$ cat src/hdl/lcd_ram.sv
module lcd_ram #(
  parameter int unsigned WIDTH = 8,
  parameter int unsigned DEPTH = 2
) (
  input  logic                     clk_i,
  input  logic                     we_i,
  input  logic [$clog2(DEPTH)-1:0] waddr_i,
  input  logic [WIDTH-1:0]         wdata_i,
  input  logic [$clog2(DEPTH)-1:0] raddr_i,
  output logic [WIDTH-1:0]         rdata_o
);

  logic [WIDTH-1:0] mem [DEPTH];

  always_ff @(posedge clk_i) begin
    if (we_i) begin
      mem[waddr_i] <= wdata_i;
    end
    rdata_o <= mem[raddr_i];
  end

endmodule

$ cat config.mk
export PLATFORM = sky130hd
export DESIGN_NAME = lcd_ram
export DESIGN_NICKNAME = d
export VERILOG_FILES = /design/src/hdl/lcd_ram.sv
export SDC_FILE = /design/constraint.sdc
export NUM_CORES = 1
export LEC_CHECK = 0
export BUFFER_PORTS_ARGS = -buffer_cell sky130_fd_sc_hd__buf_4
export CAP_MARGIN = 10
export CORE_MARGIN = 3
export CORE_UTILIZATION = 48
export CTS_CLUSTER_SIZE = 12
export DETAILED_ROUTE_END_ITERATION = 10
export HOLD_SLACK_MARGIN = 0.05
export PLACE_DENSITY_LB_ADDON = 0.08
export SLEW_MARGIN = 20
export SYNTH_ARGS = -nofsm -noshare
export SYNTH_HDL_FRONTEND = slang
export SYNTH_SLANG_ARGS = --single-unit
$ cat constraint.sdc
create_clock -name clk_i -period 1 [get_ports clk_i]
set_input_delay 0.05 -clock clk_i [delete_from_list [all_inputs] [get_ports clk_i]]
set_output_delay 0.05 -clock clk_i [all_outputs]
set_load 0.02 [all_outputs]
# After elaboration in Yosys (flattened, before gate mapping)
# Memory sizes are Yosys's and may differ from the RTL's. A register that Yosys moved wholly into a read port is not among the register bits.
# Cells that the tools add are included.
# word_totals
memories	1
register_bits	0
ramBits	16
# memory_table
name	depth	width	rd	rd_ports_with_merged_regs	write_ports	line	rtl
mem	2	8	1	1	1	13	logic [WIDTH-1:0] mem [DEPTH];
# op_classes
n_mux	2
# op_table
cell	n
$mux W1	2

# Depth between registers and ports, before layout
# depth
word_depth	2
ltp_mapped	2
ltp_nobuf	1

# Worst setup path before layout
# OpenSTA, ideal clock, no wires.
# synth_timing
path_kind	input port to flip-flop
startpoint	in we_i
endpoint	mem mem[0][0] (enable)
setup_slack_ns	0.157
setup_time_ns	0.373
cell_stages	1
arrival_ns	0.470
required_time_ns	0.627
cell_sequence	nor2b_1
# synth_between
elab_chain_len	2
# synth_rtl
element	line	rtl
start: declaration	6	input logic we_i,
$mux W1	16	if (we_i) begin
$mux W1 (not written as such)	17	mem[waddr_i] <= wdata_i;
end: declaration	13	
# No other way between the ends.

# Worst setup path after layout
# layout_timing
startpoint	reg rdata_o[1], read port of mem
endpoint	out rdata_o[1]
# layout_rtl
element	line	rtl
start: declaration	10	output logic [WIDTH-1:0] rdata_o
# No word-level cell between the ends.

==> results.json <==
{
  "syn-num-nets": 47,
  "drt-total-wl_um": 1250,
  "cp_cell_sequence": "buf_4",
  "gp_congestion": 0.630,
  "antenna_left": 0,
  "nets": 80,
  "timing.critical_path.to_type": "primary output",
  "clock_sinks": 24,
  "path_clk_slew_ns": 0.12,
  "maxSlewHeadroom_pct": 76.3,
  "synth_edf_count": 16,
  "drc": 0,
  "fp.dieH_um": 46.4,
  "synth.most_common_cell": "edfxtp_1",
  "hp-class": "in2reg",
  "synth_area_leaders": "edfxtp_1, dfxtp_1, mux2_4",
  "floorplan.initialDensity_pct": 55.4,
  "crit_required_ns": 0.95,
  "clockBufferDepth": 2,
  "crit_type": "reg2out",
  "syn_area_per_cell_um2": 22.4,
  "grt_pass1_vias": 470,
  "run_status": "finished clean",
  "portBuffers": 19,
  "first_pass_iters": 2,
  "tritoncts": "yes",
  "ys.flop_type": "edfxtp_1",
  "cts_root_buf": "clkbuf_4",
  "fmaxAchievable_mhz": 1200,
  "filler_cell_count": 82,
  "synth-seq-cells": 24,
  "power_density_mw_per_mm2": 1910,
  "drt_iter0_markers": 2,
  "area_delta_synth_final_pct": 38.0,
  "vias": 415,
  "cts_buffers": 3,
  "synthCells": 35,
  "p_leak_nw": 0.451,
  "wl_per_cell_um": 15.2,
  "grt_setup_unrepaired": "false",
  "rows": 13,
  "antennaDiodeCount": 0,
  "synth.distinct_cells": 6,
  "crit_path_max_fanout": 1,
  "cp_num_buf_inv": 1,
  "seqCellArea_um2": 641,
  "grt.overflow.total": 0,
  "netlist.area_leader.share_pct": 61.2,
  "critPathArrivalTime_ns": 0.78,
  "synth-async-reset-ratio_pct": 0,
  "synth-seq-area-share_pct": 81.7,
  "dp_slack_ns": 0.173,
  "grtUsageTotal_pct": 14.1,
  "fin_crit_sh_pct": 83.2,
  "start_kind": "flop",
  "slew_violations": 0,
  "htree_levels": 1,
  "critPathTopFamily": "flip-flops",
  "period_minus_slack_ns": 0.832,
  "hold_viol": 0,
  "coreArea_mm2": 0.00142,
  "ys_warn_count": 0,
  "synthTopCellsByCount": "edfxtp_1, dfxtp_1, mux2_4",
  "grt_max_degree": 15,
  "viasPerCell": 5.06,
  "grt_pass1_wl_um": 1980,
  "crit_slowest_cell": "dfxtp_1",
  "grt_antenna_before_repair": 0,
  "cts_resized": 0,
  "syn-cell-area_um2": 785,
  "layout_setup_ws_ns": 0.168,
  "worstMarginPinSlew_ns": 0.356,
  "die-area_mm2": 0.00216,
  "die_w_um": 46.4,
  "ir_worst_vdd_mv": 1.28,
  "synth_largest_area_cell": "edfxtp_1",
  "insertion_delay_ns": 0.31,
  "finalSetupTns_ns": 0,
  "maxCapViolCount": 0,
  "skew_ns": 0.00261,
  "setup_violations": 0,
  "max_stage_delay_ns": 0.32,
  "ios": 20,
  "multi_input_area_um2": 133,
  "drive_above_1_share_pct": 49.3
}
==> kinds of logic after synthesis <==
group	share of synthesized area [%]
mux	15.3
simple gates	1.60
buf+inv	1.44
flops	81.7
==> where the power goes <==
group | switching, mW | internal [mW] | total (mW) | leakage (nW)
logic | 0.0952 | 0.133 | 0.228 | 0.205
clock network | 0.277 | 0.405 | 0.682 | 0.0279
registers | 0.0197 | 1.14 | 1.16 | 0.218
total | 0.392 | 1.67 | 2.07 | 0.451
==> cells in the final DEF, fill, tap and decap left out, drive strengths merged <==
| cell | instances |
|---|---|
| mux2 | 8 |
| bufinv | 1 |
| and2 | 1 |
| dlygate4sd3 | 8 |
| nor2b | 1 |
| buf | 21 |
| clkbuf | 3 |
| dfxtp | 8 |
| edfxtp | 16 |
==> metrics by stage <==
| step | total power, mW | std cells | cell area, µm² | hold slack, ns | util [%] |
|---|---|---|---|---|---|
| 2_1_floorplan | 1.28 | 35 | 785 | 0.149 | - |
| 3_5_place_dp | 1.38 | 70 | 950 | 0.239 | 67.1 |
| 6_report | 2.07 | 82 | 1080 | 0.106 | 76.5 |
| 5_1_grt | 2.15 | 82 | 1080 | 0.0868 | 76.5 |
| 3_3_place_gp | 1.37 | 70 | 950 | 0.236 | 67.1 |
| 4_1_cts | 2.08 | 82 | 1080 | 0.0996 | 76.5 |
==> final cells by class <==
class                      instances  area share, %
timing repair buffer              29           22.0
clock inverter                     1           2.77
tap                               15           1.73
clock buffer                       3           2.08
multi-input combinational         10           12.3
sequential                        24           59.2
==> repair_timing <==
item / 4_1_cts / 5_1_grt
setup buffers: 0 / 0
hold buffers: 8 / 0
endpoints found under the hold margin: 16 / 0
setup endpoints to repair: 0 / 0
==> sequential cells by signal, summed over array words and instances, names as in the netlist <==
signal / cells
mem: 16
rdata_o: 8
==> worst paths after layout <==
check	startpoint	endpoint	slack, ns	cells past startpoint
hold / removal	raddr_i	rdata_o[1]	0.11	2
setup reg to reg	mem[1][4]	rdata_o[4]	0.23	1
hold reg to reg	mem[1][3]	rdata_o[3]	0.49	1
setup / recovery	rdata_o[1]	rdata_o[1]	0.17	1
==> layer usage <==
layer | track usage (%) | part of all wire, % | up-vias | wire length [µm]
met5 | 0 | 0 | - | 0
met4 | 8.52 | 1.8 | 0 | 22
met3 | 2.34 | 3.5 | 2 | 43
met2 | 26.4 | 57 | 14 | 713
met1 | 14.1 | 37 | 206 | 467
li1 | - | - | 193 | -
Note: power is estimated with default switching activity, not from simulation.
